### config.mk
export PLATFORM = sky130hd
export DESIGN_NAME = stereo_peak_meter_hold_decay_flat
export DESIGN_NICKNAME = d
export VERILOG_FILES = /design/src/hdl/spmhd_pkg.sv /design/src/hdl/spmhd_req_if.sv /design/src/hdl/spmhd_rsp_if.sv /design/src/hdl/spmhd_peak_track.sv /design/src/hdl/spmhd_view_state.sv /design/src/hdl/stereo_peak_meter_hold_decay.sv /design/src/flat_wrapper.sv
export SDC_FILE = /design/constraint.sdc
export NUM_CORES = 2
export LEC_CHECK = 0
export BUFFER_PORTS_ARGS = -buffer_cell sky130_fd_sc_hd__clkbuf_2
export CORE_ASPECT_RATIO = 1.2
export CORE_MARGIN = 4
export CORE_UTILIZATION = 40
export CTS_CLUSTER_SIZE = 14
export DETAILED_ROUTE_END_ITERATION = 12
export HOLD_SLACK_MARGIN = 0.15
export MAX_ROUTING_LAYER = met4
export PLACE_DENSITY_LB_ADDON = 0.15
export SLEW_MARGIN = 20
export SYNTH_ARGS = -nofsm -noshare
export SYNTH_HDL_FRONTEND = slang
export SYNTH_SLANG_ARGS = --single-unit
### constraint.sdc
create_clock -name clock -period 26.3 [get_ports clock]
set_input_delay 2.63 -clock clock [delete_from_list [all_inputs] [get_ports clock]]
set_output_delay 2.63 -clock clock [all_outputs]
set_load 0.05 [all_outputs]
### src/hdl/spmhd_pkg.sv
// Shared types and constants of the stereo peak meter with hold and decay.
// No dependencies; spmhd_req_if and every module of the block use this package.
package spmhd_pkg;

   // Transaction kinds on the request channel.
   typedef enum logic [1:0] {
      KIND_SAMPLE = 2'd0,
      KIND_RAW    = 2'd1,
      KIND_DAMPED = 2'd2,
      KIND_HOLD   = 2'd3
   } kind_type;

   // Channel (view) codes of a read.
   localparam logic [1:0] VIEW_A    = 2'd0;
   localparam logic [1:0] VIEW_B    = 2'd1;
   localparam logic [1:0] VIEW_BOTH = 2'd2;
   localparam int unsigned VIEW_COUNT = 3;

   // Configuration registers.
   localparam int unsigned FACTOR_BITS = 17;
   localparam int unsigned HOLD_BITS   = 16;
   localparam int unsigned CSR_DATA_BITS  = FACTOR_BITS;
   localparam int unsigned CSR_INDEX_BITS = 1;
   localparam logic [CSR_INDEX_BITS-1:0] CSR_DAMPING = 1'd0;
   localparam logic [CSR_INDEX_BITS-1:0] CSR_HOLD    = 1'd1;

   localparam logic [FACTOR_BITS-1:0] FACTOR_ONE    = 17'd65536;
   localparam logic [FACTOR_BITS-1:0] DAMPING_RESET = 17'd6554;
   localparam logic [HOLD_BITS-1:0]   HOLD_RESET    = 16'd10;
   localparam int unsigned FACTOR_FRAC = 16;

   // Control that the top level hands to the peak tracker and view state.
   typedef struct packed {
      logic       sample_en;  // a sample frame updates the running peaks
      logic       take_en;    // a raw or damped read takes and clears a peak
      logic       damped_en;  // the read is a damped read
      logic       view_ok;    // channel code names a real view
      logic [1:0] view;
      kind_type   kind;
   } view_ctl_type;

endpackage

### src/hdl/spmhd_req_if.sv
// Request channel of the peak meter: valid/ready plus sample or read payload.
// Depends on spmhd_pkg for the kind type.
interface spmhd_req_if #(
   parameter int unsigned SAMPLE_BITS = 24
);
   logic                      valid;
   logic                      ready;
   spmhd_pkg::kind_type       kind;
   logic [1:0]                channel;
   logic signed [SAMPLE_BITS-1:0] sample_a;
   logic signed [SAMPLE_BITS-1:0] sample_b;

   modport source (output valid, kind, channel, sample_a, sample_b, input ready);
   modport sink   (input valid, kind, channel, sample_a, sample_b, output ready);
endinterface

### src/hdl/spmhd_rsp_if.sv
// Result channel of the peak meter: valid/ready plus the linear level.
// No dependencies.
interface spmhd_rsp_if #(
   parameter int unsigned SAMPLE_BITS = 24
);
   logic                   valid;
   logic                   ready;
   logic [SAMPLE_BITS-2:0] level;

   modport source (output valid, level, input ready);
   modport sink   (input valid, level, output ready);
endinterface

### src/hdl/spmhd_peak_track.sv
// Per-channel running peak registers: magnitude, saturation, take and clear.
// Depends on spmhd_pkg.
module spmhd_peak_track #(
   parameter int unsigned SAMPLE_BITS = 24
) (
   input  logic                          clock,
   input  logic                          reset,
   input  spmhd_pkg::view_ctl_type       ctl,
   input  logic signed [SAMPLE_BITS-1:0] sample_a,
   input  logic signed [SAMPLE_BITS-1:0] sample_b,
   output logic [SAMPLE_BITS-2:0]        peak
);
   import spmhd_pkg::*;

   localparam int unsigned LEVEL_BITS = SAMPLE_BITS - 1;
   localparam logic [LEVEL_BITS-1:0] LEVEL_MAX = {LEVEL_BITS{1'b1}};

   logic [LEVEL_BITS-1:0] peak_a_ff, peak_a_in;
   logic [LEVEL_BITS-1:0] peak_b_ff, peak_b_in;
   logic [SAMPLE_BITS-1:0] abs_a, abs_b;
   logic [LEVEL_BITS-1:0] mag_a, mag_b;

   // Only the most negative sample leaves the sign bit set after negation.
   always_comb begin
      abs_a = sample_a[SAMPLE_BITS-1] ? (~sample_a + 1'b1) : sample_a;
      abs_b = sample_b[SAMPLE_BITS-1] ? (~sample_b + 1'b1) : sample_b;
      mag_a = abs_a[SAMPLE_BITS-1] ? LEVEL_MAX : abs_a[LEVEL_BITS-1:0];
      mag_b = abs_b[SAMPLE_BITS-1] ? LEVEL_MAX : abs_b[LEVEL_BITS-1:0];
   end

   always_comb begin
      unique case (ctl.view)
         VIEW_A:    peak = peak_a_ff;
         VIEW_B:    peak = peak_b_ff;
         VIEW_BOTH: peak = (peak_b_ff > peak_a_ff) ? peak_b_ff : peak_a_ff;
         default:   peak = '0;
      endcase
   end

   always_comb begin
      peak_a_in = peak_a_ff;
      peak_b_in = peak_b_ff;
      if (ctl.sample_en) begin
         if (mag_a > peak_a_ff) peak_a_in = mag_a;
         if (mag_b > peak_b_ff) peak_b_in = mag_b;
      end else if (ctl.take_en) begin
         if (ctl.view == VIEW_A || ctl.view == VIEW_BOTH) peak_a_in = '0;
         if (ctl.view == VIEW_B || ctl.view == VIEW_BOTH) peak_b_in = '0;
      end
   end

   always_ff @(posedge clock) begin
      if (reset) begin
         peak_a_ff <= '0;
         peak_b_ff <= '0;
      end else begin
         peak_a_ff <= peak_a_in;
         peak_b_ff <= peak_b_in;
      end
   end

endmodule

### src/hdl/spmhd_view_state.sv
// Per-view damped level, hold level and hold counter, plus result selection.
// Depends on spmhd_pkg.
module spmhd_view_state #(
   parameter int unsigned LEVEL_BITS = 23
) (
   input  logic                                   clock,
   input  logic                                   reset,
   input  spmhd_pkg::view_ctl_type                ctl,
   input  logic [LEVEL_BITS-1:0]                  peak,
   input  logic [spmhd_pkg::FACTOR_BITS-1:0]      damping_factor,
   input  logic [spmhd_pkg::HOLD_BITS-1:0]        hold_limit,
   output logic [LEVEL_BITS-1:0]                  level
);
   import spmhd_pkg::*;

   localparam logic [LEVEL_BITS:0] LEVEL_MAX_W = {1'b0, {LEVEL_BITS{1'b1}}};

   logic [LEVEL_BITS-1:0] damped_ff [VIEW_COUNT];
   logic [LEVEL_BITS-1:0] hold_ff   [VIEW_COUNT];
   logic [HOLD_BITS-1:0]  count_ff  [VIEW_COUNT];

   logic [1:0]                        idx;
   logic [LEVEL_BITS+FACTOR_BITS-1:0] product;
   logic [LEVEL_BITS:0]               decayed;
   logic [LEVEL_BITS:0]               damped_wide;
   logic [LEVEL_BITS-1:0]             damped_in;
   logic [LEVEL_BITS-1:0]             hold_in;
   logic [HOLD_BITS-1:0]              count_in;

   // An unused channel code never reaches the arrays.
   assign idx = ctl.view_ok ? ctl.view : VIEW_A;

   always_comb begin
      product     = damped_ff[idx] * damping_factor;
      decayed     = product[LEVEL_BITS+FACTOR_FRAC:FACTOR_FRAC];
      damped_wide = ({1'b0, peak} < decayed) ? decayed : {1'b0, peak};
      if (damped_wide > LEVEL_MAX_W) damped_wide = LEVEL_MAX_W;
      damped_in   = damped_wide[LEVEL_BITS-1:0];
   end

   // Hold rises at once, then counts down before following the peak again.
   always_comb begin
      hold_in  = hold_ff[idx];
      count_in = count_ff[idx];
      priority if (hold_ff[idx] < peak) begin
         hold_in  = peak;
         count_in = hold_limit;
      end else if (count_ff[idx] != '0) begin
         count_in = count_ff[idx] - 1'b1;
      end else begin
         hold_in = peak;
      end
   end

   always_comb begin
      level = '0;
      if (ctl.view_ok) begin
         unique case (ctl.kind)
            KIND_RAW:    level = peak;
            KIND_DAMPED: level = damped_in;
            KIND_HOLD:   level = hold_ff[idx];
            KIND_SAMPLE: level = '0;
         endcase
      end
   end

   always_ff @(posedge clock) begin
      if (reset) begin
         for (int i = 0; i < VIEW_COUNT; i++) begin
            damped_ff[i] <= '0;
            hold_ff[i]   <= '0;
            count_ff[i]  <= '0;
         end
      end else if (ctl.take_en) begin
         hold_ff[idx]  <= hold_in;
         count_ff[idx] <= count_in;
         if (ctl.damped_en) damped_ff[idx] <= damped_in;
      end
   end

endmodule

### src/hdl/stereo_peak_meter_hold_decay.sv
// Top level of the stereo peak meter with peak hold and decay.
// Depends on spmhd_pkg, spmhd_req_if, spmhd_rsp_if, spmhd_peak_track, spmhd_view_state.
//
//   Port      Direction  Carries
//   req_chan  in         sample frames and read requests (kind, channel, samples)
//   rsp_chan  out        one level per read request
//   csr_*     in         damping factor and hold limit writes
//
// A transaction passes an input register, then combinational compare, multiply
// and select logic that updates the peak and view state, then the result
// register; one new transaction every cycle while the result channel does not stall.
// Sample frames produce no result and never wait on the result channel.
// Synchronous reset clears peaks, view state and valid flags, and sets CSR defaults.
// A stalled result holds its register; the input register still drains samples.
module stereo_peak_meter_hold_decay #(
   parameter int unsigned SAMPLE_BITS = 24
) (
   input  logic                                    clock,
   input  logic                                    reset,
   spmhd_req_if.sink                               req_chan,
   spmhd_rsp_if.source                             rsp_chan,
   input  logic                                    csr_we,
   input  logic [spmhd_pkg::CSR_INDEX_BITS-1:0]    csr_index,
   input  logic [spmhd_pkg::CSR_DATA_BITS-1:0]     csr_wdata
);
   import spmhd_pkg::*;

   localparam int unsigned LEVEL_BITS = SAMPLE_BITS - 1;

   // Configuration registers.
   logic [FACTOR_BITS-1:0] damping_ff, damping_in;
   logic [HOLD_BITS-1:0]   hold_limit_ff, hold_limit_in;

   // Input register stage.
   logic                          in_valid_ff, in_valid_in;
   kind_type                      kind_ff;
   logic [1:0]                    channel_ff;
   logic signed [SAMPLE_BITS-1:0] sample_a_ff, sample_b_ff;

   // Result register stage.
   logic                  rsp_valid_ff, rsp_valid_in;
   logic [LEVEL_BITS-1:0] level_ff;
   logic [LEVEL_BITS-1:0] level;
   logic [LEVEL_BITS-1:0] peak;

   logic         advance;
   logic         is_sample;
   logic         accept;
   view_ctl_type ctl;

   always_comb begin
      damping_in    = damping_ff;
      hold_limit_in = hold_limit_ff;
      if (csr_we) begin
         unique case (csr_index)
            CSR_DAMPING: damping_in = (csr_wdata > FACTOR_ONE) ? FACTOR_ONE : csr_wdata;
            CSR_HOLD:    hold_limit_in = csr_wdata[HOLD_BITS-1:0];
            default:     ;
         endcase
      end
   end

   assign is_sample = (kind_ff == KIND_SAMPLE);
   assign advance   = in_valid_ff && (is_sample || !rsp_valid_ff || rsp_chan.ready);
   assign req_chan.ready = !in_valid_ff || advance;
   assign accept    = req_chan.valid && req_chan.ready;

   always_comb begin
      ctl.kind      = kind_ff;
      ctl.view      = channel_ff;
      ctl.view_ok   = (channel_ff == VIEW_A) || (channel_ff == VIEW_B)
                      || (channel_ff == VIEW_BOTH);
      ctl.sample_en = advance && is_sample;
      ctl.take_en   = advance && ctl.view_ok
                      && (kind_ff == KIND_RAW || kind_ff == KIND_DAMPED);
      ctl.damped_en = kind_ff == KIND_DAMPED;
   end

   assign in_valid_in  = accept || (in_valid_ff && !advance);
   assign rsp_valid_in = (advance && !is_sample) || (rsp_valid_ff && !rsp_chan.ready);

   spmhd_peak_track #(
      .SAMPLE_BITS (SAMPLE_BITS)
   ) u_peak_track (
      .clock    (clock),
      .reset    (reset),
      .ctl      (ctl),
      .sample_a (sample_a_ff),
      .sample_b (sample_b_ff),
      .peak     (peak)
   );

   spmhd_view_state #(
      .LEVEL_BITS (LEVEL_BITS)
   ) u_view_state (
      .clock          (clock),
      .reset          (reset),
      .ctl            (ctl),
      .peak           (peak),
      .damping_factor (damping_ff),
      .hold_limit     (hold_limit_ff),
      .level          (level)
   );

   always_ff @(posedge clock) begin
      if (reset) begin
         damping_ff    <= DAMPING_RESET;
         hold_limit_ff <= HOLD_RESET;
         in_valid_ff   <= 1'b0;
         rsp_valid_ff  <= 1'b0;
      end else begin
         damping_ff    <= damping_in;
         hold_limit_ff <= hold_limit_in;
         in_valid_ff   <= in_valid_in;
         rsp_valid_ff  <= rsp_valid_in;
      end
   end

   always_ff @(posedge clock) begin
      if (accept) begin
         kind_ff     <= req_chan.kind;
         channel_ff  <= req_chan.channel;
         sample_a_ff <= req_chan.sample_a;
         sample_b_ff <= req_chan.sample_b;
      end
      if (advance && !is_sample) begin
         level_ff <= level;
      end
   end

   assign rsp_chan.valid = rsp_valid_ff;
   assign rsp_chan.level = level_ff;

   // A sample frame never creates a result on an empty result register.
   a_sample_no_result: assert property (@(posedge clock) disable iff (reset)
      advance && is_sample && !rsp_valid_ff |=> !rsp_valid_ff)
      else $error("sample frame produced a result");

   // Every read that leaves the input register shows up as a result.
   a_read_gives_result: assert property (@(posedge clock) disable iff (reset)
      advance && !is_sample |=> rsp_valid_ff)
      else $error("read transaction lost its result");

   // A stalled input register keeps its transaction.
   a_input_holds: assert property (@(posedge clock) disable iff (reset)
      in_valid_ff && !advance |=> in_valid_ff && $stable(kind_ff) && $stable(channel_ff))
      else $error("stalled request overwritten");

   // The damping factor never exceeds one.
   a_factor_clamped: assert property (@(posedge clock) disable iff (reset)
      damping_ff <= FACTOR_ONE)
      else $error("damping factor above one");

endmodule

### src/flat_wrapper.sv
// flat-port wrapper written by rule: the top's interface ports become plain ports
module stereo_peak_meter_hold_decay_flat import spmhd_pkg::*;
#(
   parameter int unsigned SAMPLE_BITS = 24
)
  (clock, reset, csr_we, csr_index, csr_wdata, req_chan_valid, req_chan_kind, req_chan_channel, req_chan_sample_a, req_chan_sample_b, req_chan_ready, rsp_chan_valid, rsp_chan_level, rsp_chan_ready);
  spmhd_req_if #(.SAMPLE_BITS(SAMPLE_BITS)) req_chan_i ();
  spmhd_rsp_if #(.SAMPLE_BITS(SAMPLE_BITS)) rsp_chan_i ();
  input  logic clock;
  input  logic reset;
  input  logic csr_we;
  input  logic [spmhd_pkg::CSR_INDEX_BITS-1:0] csr_index;
  input  logic [spmhd_pkg::CSR_DATA_BITS-1:0] csr_wdata;
  input wire logic [$bits(req_chan_i.valid)-1:0] req_chan_valid;
  input wire logic [$bits(req_chan_i.kind)-1:0] req_chan_kind;
  input wire logic [$bits(req_chan_i.channel)-1:0] req_chan_channel;
  input wire logic [$bits(req_chan_i.sample_a)-1:0] req_chan_sample_a;
  input wire logic [$bits(req_chan_i.sample_b)-1:0] req_chan_sample_b;
  output wire logic [$bits(req_chan_i.ready)-1:0] req_chan_ready;
  output wire logic [$bits(rsp_chan_i.valid)-1:0] rsp_chan_valid;
  output wire logic [$bits(rsp_chan_i.level)-1:0] rsp_chan_level;
  input wire logic [$bits(rsp_chan_i.ready)-1:0] rsp_chan_ready;
  assign req_chan_i.valid = req_chan_valid;
  assign req_chan_i.kind = req_chan_kind;
  assign req_chan_i.channel = req_chan_channel;
  assign req_chan_i.sample_a = req_chan_sample_a;
  assign req_chan_i.sample_b = req_chan_sample_b;
  assign req_chan_ready = req_chan_i.ready;
  assign rsp_chan_valid = rsp_chan_i.valid;
  assign rsp_chan_level = rsp_chan_i.level;
  assign rsp_chan_i.ready = rsp_chan_ready;
  stereo_peak_meter_hold_decay #(.SAMPLE_BITS(SAMPLE_BITS)) u_core (.clock(clock), .reset(reset), .req_chan(req_chan_i), .rsp_chan(rsp_chan_i), .csr_we(csr_we), .csr_index(csr_index), .csr_wdata(csr_wdata));
endmodule
* Word-level counts from Yosys, hierarchy flattened
Memory sizes are Yosys's and may differ from the RTL's. Cells that the tools add are included.
Cells by class: reductions and logical operators 36, eq/ne operators 7, bitwise gates (word level) 3, multipliers 1, muxes and demuxes 41, $add $sub $neg 3, $lt $le $gt $ge 7
Operators with widths (number):
- 2-to-1 mux 23 bit | 16
- case mux 23 bit (4 select lines) | 1
- 2-to-1 mux 24 bit | 3
- greater-than comparator 23 bit | 3
- case mux 23 bit (3 select lines) | 1
- adder 24 x 1 -> 24 bit, second input constant | 2
- 2-to-1 mux 16 bit | 3
- NOT 24 bit | 2
- OR reduction 23 bit | 2
- multiplier 23 x 17 -> 40 bit | 1
- greater-than comparator 24 x 23 -> 1 bit, second input constant | 1
- less-than comparator 23 x 24 -> 1 bit | 1
- less-than comparator 23 bit | 1
- greater-than comparator 17 bit, second input constant | 1
- 2-to-1 mux 17 bit | 1
- nonzero test 16 bit | 1
- OR reduction 16 bit | 1
- subtractor 16 x 1 -> 16 bit, second input constant | 1
- 2-to-1 mux 1 bit | 12
- logical OR 1 bit | 10
- logical AND 1 bit | 8
- 2-to-1 mux 2 bit | 4
- equality test 2 bit, second input constant | 3
- AND reduction 3 bit | 2
- other kinds (7) | 17
Storage, ports and cells: RAM bits 186, memories 3, input bits 75, register bits 156, output and inout bits 25
Memory list:
- u_core.u_view_state.damped_ff | words 3, bits a word 23, rd ports 1, clocked after memory_dff 0, write ports 3, RTL line spmhd_view_state.sv:18 | logic [LEVEL_BITS-1:0] damped_ff [VIEW_COUNT];
- u_core.u_view_state.hold_ff | words 3, bits a word 23, rd ports 1, clocked after memory_dff 0, write ports 3, RTL line spmhd_view_state.sv:19 | logic [LEVEL_BITS-1:0] hold_ff [VIEW_COUNT];
- u_core.u_view_state.count_ff | words 3, bits a word 16, rd ports 1, clocked after memory_dff 0, write ports 3, RTL line spmhd_view_state.sv:20 | logic [HOLD_BITS-1:0] count_ff [VIEW_COUNT];

* Logic depth before layout (Yosys ltp)
depth in word-level cells 11, mapped depth 42, mapped depth without buffers 35

* By module
From an unflattened synthesis, not the netlist that was laid out.
Unflattened totals: cells, all modules 3524, area, all modules 34171.5 sq um
Modules (own cells, without submodules):
- spmhd_view_state | seq. area each 7447.1 sq um, area each 25538.2 sq um, cells an instance 2671, instances 1
- spmhd_peak_track | seq. area each 920.9 sq um, area each 4976.0 sq um, cells an instance 625, instances 1
- stereo_peak_meter_hold_decay | seq. area each 2952.8 sq um, area each 3657.3 sq um, cells an instance 228, instances 1

* Worst setup path before layout
No wires, ideal clock.
path type register to register, from register u_core.channel_ff[0], to register u_core.level_ff[7] (netlist: u_core.rsp_chan.level[7]) (data pin), cell stages (with the launch flop) 39, slack 15581 ps, arrival 10461 ps, buffers on the path 6, path through edfxtp_1 inv_1 ha_1 clkbuf_1 clkbuf_1 buf_1 clkbuf_1 mux4_2 clkbuf_1 nand2_1 fa_1 inv_1 fa_1 inv_1 fa_1 inv_1 fa_1 fa_1 (+3 left out) ha_1 a21oi_1 o21ai_0 a2111oi_0 a21oi_1 o31a_1 o21ai_0 nand2_1 ha_1 and4_1 nand3_1 or3_1 or3_1 a221oi_4 nor2_2 buf_6 and3_1 o31a_1
Between the ends: longest elaborated chain between the ends 11, elaborated cells on any way between the ends 15, those cells by class 1 x mul; 2 x order compare; 2 x eq/ne; 5 x mux; 3 x reduce/logical; 2 x memory
RTL lines:
- start: declaration | RTL line stereo_peak_meter_hold_decay.sv:37 | logic [1:0] channel_ff;
- start signal: assignment | RTL line stereo_peak_meter_hold_decay.sv:122 | channel_ff <= req_chan.channel;
- equality test 2 x 1 -> 1 bit or logical NOT 2 bit (tied branches) | RTL line spmhd_peak_track.sv:32, stereo_peak_meter_hold_decay.sv:71
- logical OR 1 bit | RTL line stereo_peak_meter_hold_decay.sv:71 | ctl.view_ok = (channel_ff == VIEW_A) || (channel_ff == VIEW_B)
- logical OR 1 bit | RTL line stereo_peak_meter_hold_decay.sv:72 | || (channel_ff == VIEW_BOTH);
- 2-to-1 mux 2 bit | RTL line spmhd_view_state.sv:31 | assign idx = ctl.view_ok ? ctl.view : VIEW_A;
- memory read (3 x 23 bit)
- multiplier 23 x 17 -> 40 bit | RTL line spmhd_view_state.sv:34 | product = damped_ff[idx] * damping_factor;
- less-than comparator 23 x 24 -> 1 bit | RTL line spmhd_view_state.sv:36 | damped_wide = ({1'b0, peak} < decayed) ? decayed : {1'b0, peak};
- 2-to-1 mux 24 bit | RTL line spmhd_view_state.sv:36
- greater-than comparator 24 x 23 -> 1 bit | RTL line spmhd_view_state.sv:37 | if (damped_wide > LEVEL_MAX_W) damped_wide = LEVEL_MAX_W;
- 2-to-1 mux 23 bit | RTL line spmhd_view_state.sv:37
- case mux 23 bit (4 select lines) | RTL line spmhd_view_state.sv:58 | unique case (ctl.kind)
- end signal: assignment | RTL line stereo_peak_meter_hold_decay.sv:127 | level_ff <= level;
- end: declaration | RTL line stereo_peak_meter_hold_decay.sv:42 | logic [LEVEL_BITS-1:0] level_ff;
Several ways; a longest one is shown, not always the timed one. A chain may end at the register's enable or synchronous reset.

==> out/qor.yml <==
outcome:
  status: "finished clean"
timing:
  tightest_slew_ps: 1059
  grt_setup_unrepaired: "no"
  slew_headroom_pct: 29.37
  maxSlewViolCount: 0
  fin_crit_ps: 11340
  fmax_mhz: 88.15
  setup_viol: 0
  hold_viol: 0
  tns_ps: 0
  period_share_pct: 43.14
  fin_worst_skew_ps: 27.92
synth:
  synth_edf_count: 323
  seq_area_frac_synth_pct: 32.77
  postSynthNetCount: 4063
  ys.flop_type: "edfxtp_1"
  synth_seq_cells: 404
  synthArstFlopShare_pct: 0
  avgSynthCellArea_sq_um: 10.05
  synth_area_sq_um: 34540
  ys_warn_count: 0
  ys_types: 94
  netlist_instances: 3438
cells_and_area:
  drive_gt1_share_pct: 9.717
  fill_cells: 8360
  fin_nets: 4091
  antennaDiodeCount: 0
  syn_to_final_growth_pct: 8.907
  fin_area_sq_um: 37620
  final_common_cell: "inv_1"
  utilization_pct: 44.16
  final_cell_mix: "inv_1 (540), nand2_1 (484), edfxtp_1 (323), fa_1 (312), ha_1 (236)"
run:
  cap_violations: 0
die:
  die_h_microns: 329.9
  core-area_sq_um: 85200
  initial_utilization_pct: 40.55
  die-area_sq_um: 91150
  dieWidth_microns: 276.3
  rows: 117
  ioPinCount: 100
worst_setup_path:
  worst_setup_path_start_kind: "flip-flop"
  cpMostUsedCell: "fa_1"
  arrival_ps: 11760
  r2r_cells: 32
  cp_slowest_stage_delay_ps: 820
  crit_type: "flip-flop to flip-flop"
  crit_path_end_kind: "flip-flop"
  reg2reg_to: "u_core.u_view_state.damped_ff[0][8]$_SDFFCE_PN0P_"
  cp_slowest_cell: "mux4_2"
  r2r_setup_slack_ps: 14960
  worstPathMaxFanout: 36
  required_ps: 26710
  r2r_start: "u_core.channel_ff[1]$_DFFE_PP_"
detailed_routing:
  routedWlPerCell_microns: 21.00
  vias: 24678
  vias_per_cell: 5.331
  drt_iter0_markers: 1493
  drtPass1Iterations: 5
  antenna_left: 0
  remaining_drc_errors: 0
  routed_wl_microns: 97220
power:
  comb_power_share_pct: 64.2
  ir_drop_v: 0.00009748
  seqPwrFrac_pct: 20.1
  p_total_mw: 3.898
  switchingPower_mw: 1.926
  p_per_area_nw_per_um2: 103.6
  p_clk_share_pct: 15.7
  leakage_nw: 16.26
  swShare_pct: 49.41
  p_int_mw: 1.972
hold_path:
  min_path_type: "flip-flop to flip-flop"
  holdPathEnd: "u_core.hold_limit_ff[2]$_SDFFE_PP0P_"
  hp-start: "u_core.hold_limit_ff[2]$_SDFFE_PP0P_"
  hold_path_depth: 2
clock_tree:
  clock_sinks: 404
  clkSlewWorstSetupHoldPaths_ps: 70
  hold_buffers: 0
  post-cts-setup-buffers: 0
  cts_tree: "done"
  clock_latency_ps: 600
  clock-root-buffer: "clkbuf_16"
  cts_resized: 0
  cts_max_path_buffers: 3
  cts_inserted_buffers: 42
  htree_levels: 2
global_route:
  gr-total-overflow: 0
  grt_pass1_wl_microns: 150400
  grt_max_degree: 52
  grt_pass1_vias: 25379
  grt.total_usage_pct: 21.82
  antenna_found_initial: 0
placement:
  placed_area_sq_um: 36210
  io_buffers: 99
  dp_hpwl_microns: 71370
  gp_congestion: 0.9127
-- logic make-up (layout without fill, tap and decap cells) --
kind of cell | count (synthesis) | after routing | synth area share, %
AND/OR/NAND/NOR | 1094 | 1094 | 14.91
buffers and inverters | 704 | 765 | 7.914
adder cells (fa/ha/maj) | 550 | 550 | 26.70
AO/OA/AOI/OAI | 452 | 452 | 8.896
flip-flops | 404 | 404 | 32.77
multiplexers | 165 | 165 | 7.056
XOR/XNOR | 69 | 69 | 1.749
-- worst max-delay path, delay by kind of cell (launching register included) --
kind / cells / cell delay [ps]
adders and majority gates: 9 / 4460
AOI/OAI and AO/OA: 8 / 2360
and+or+nand+nor: 8 / 2160
muxes: 2 / 1270
DFF: 1 / 500
buffers and inverters: 5 / 410
-- registers in the layout, summed over array words and instances, names as in the netlist --
signal                         count
u_core.u_view_state.damped_ff     92
u_core.u_view_state.hold_ff       92
u_core.u_view_state.count_ff      64
u_core.sample_a_ff                24
u_core.sample_b_ff                24
u_core.rsp_chan.level             23
u_core.u_peak_track.peak_a_ff     23
u_core.u_peak_track.peak_b_ff     23
u_core.damping_ff                 17
u_core.hold_limit_ff              16
u_core.channel_ff                  2
u_core.kind_ff                     2
u_core.in_valid_ff                 1
u_core.rsp_chan.valid              1
-- Yosys cell counts, types with 16 or more instances --
library cell	n	area share [%]
fa_1	312	18
edfxtp_1	323	28
a21o_1	52	1.1
or3_1	19	0.34
a22oi_1	35	0.76
nand2b_1	57	1.0
clkbuf_1	130	1.4
mux4_2	62	4.0
nand2_1	486	5.3
mux2i_1	98	2.8
xor2_1	48	1.2
ha_1	238	8.6
nor2_1	204	2.2
nor3_1	26	0.38
nand4_1	23	0.42
and2_1	148	2.7
nor2b_1	16	0.29
inv_1	540	5.9
a21oi_1	143	2.1
nand3_1	44	0.64
o21ai_0	49	0.71
xnor2_1	21	0.53
dfxtp_1	81	4.7
-- final cells by class --
cell class              instances  area (sq um)  area share [%]
multi-input cells            2330         20600           54.76
flip-flops and latches        404         11320           30.10
inverters                     540          2027           5.388
well taps                    1130          1414           3.758
clock buffers                  52          1155           3.070
repair buffers                148         863.3           2.295
clock inverters                25         237.7          0.6319
-- metrics by stage --
| step | std cells | worst slack, ps | hold WS (ps) |
|---|---|---|---|
| 6_report | 4629 | 14960 | 462.7 |
| 5_1_grt | 4629 | 14320 | 482.7 |
| 4_1_cts | 4629 | 14920 | 462.9 |
| 3_5_place_dp | 4552 | 14970 | 453.7 |
| 3_3_place_gp | 4552 | 15180 | 446.5 |
| 2_1_floorplan | 3438 | 15580 | 436.0 |
-- worst max-delay path by stage --
stage	startpoint	endpoint	slack (ps)
final	u_core.channel_ff[1]$_DFFE_PP_	u_core.u_view_state.damped_ff[0][8]$_SDFFCE_PN0P_	14960
after global routing	u_core.channel_ff[1]$_DFFE_PP_	u_core.u_view_state.damped_ff[2][12]$_SDFFCE_PN0P_	14320
after CTS	u_core.channel_ff[1]$_DFFE_PP_	u_core.u_view_state.damped_ff[0][8]$_SDFFCE_PN0P_	14920
after detailed placement	u_core.channel_ff[1]$_DFFE_PP_	u_core.u_view_state.damped_ff[0][8]$_SDFFCE_PN0P_	14970
after global placement	u_core.channel_ff[1]$_DFFE_PP_	u_core.u_view_state.damped_ff[1][8]$_SDFFCE_PN0P_	15180
after floorplan	u_core.channel_ff[0]$_DFFE_PP_	u_core.rsp_chan.level[7]$_SDFFCE_PN0P_	15580
-- per-layer routing --
layer | global-route usage [%] | part of all wire [%] | routed length [microns]
met1 | 27.86 | 43 | 42280
met2 | 36.28 | 49 | 47290
met3 | 2.728 | 4.2 | 4131
met4 | 7.438 | 3.6 | 3519
met5 | - | 0 | 0
-- power by group through the flow --
stage / clock (mW) / combinational (mW) / sequential [mW]
after floorplan: 0 / 1.69 / 0.806
after global placement: 0 / 2.48 / 0.799
after detailed placement: 0 / 2.46 / 0.798
after CTS: 0.628 / 2.49 / 0.785
after global routing: 0.649 / 2.77 / 0.787
final: 0.612 / 2.50 / 0.785
Note: power is estimated with default switching activity, not from simulation.
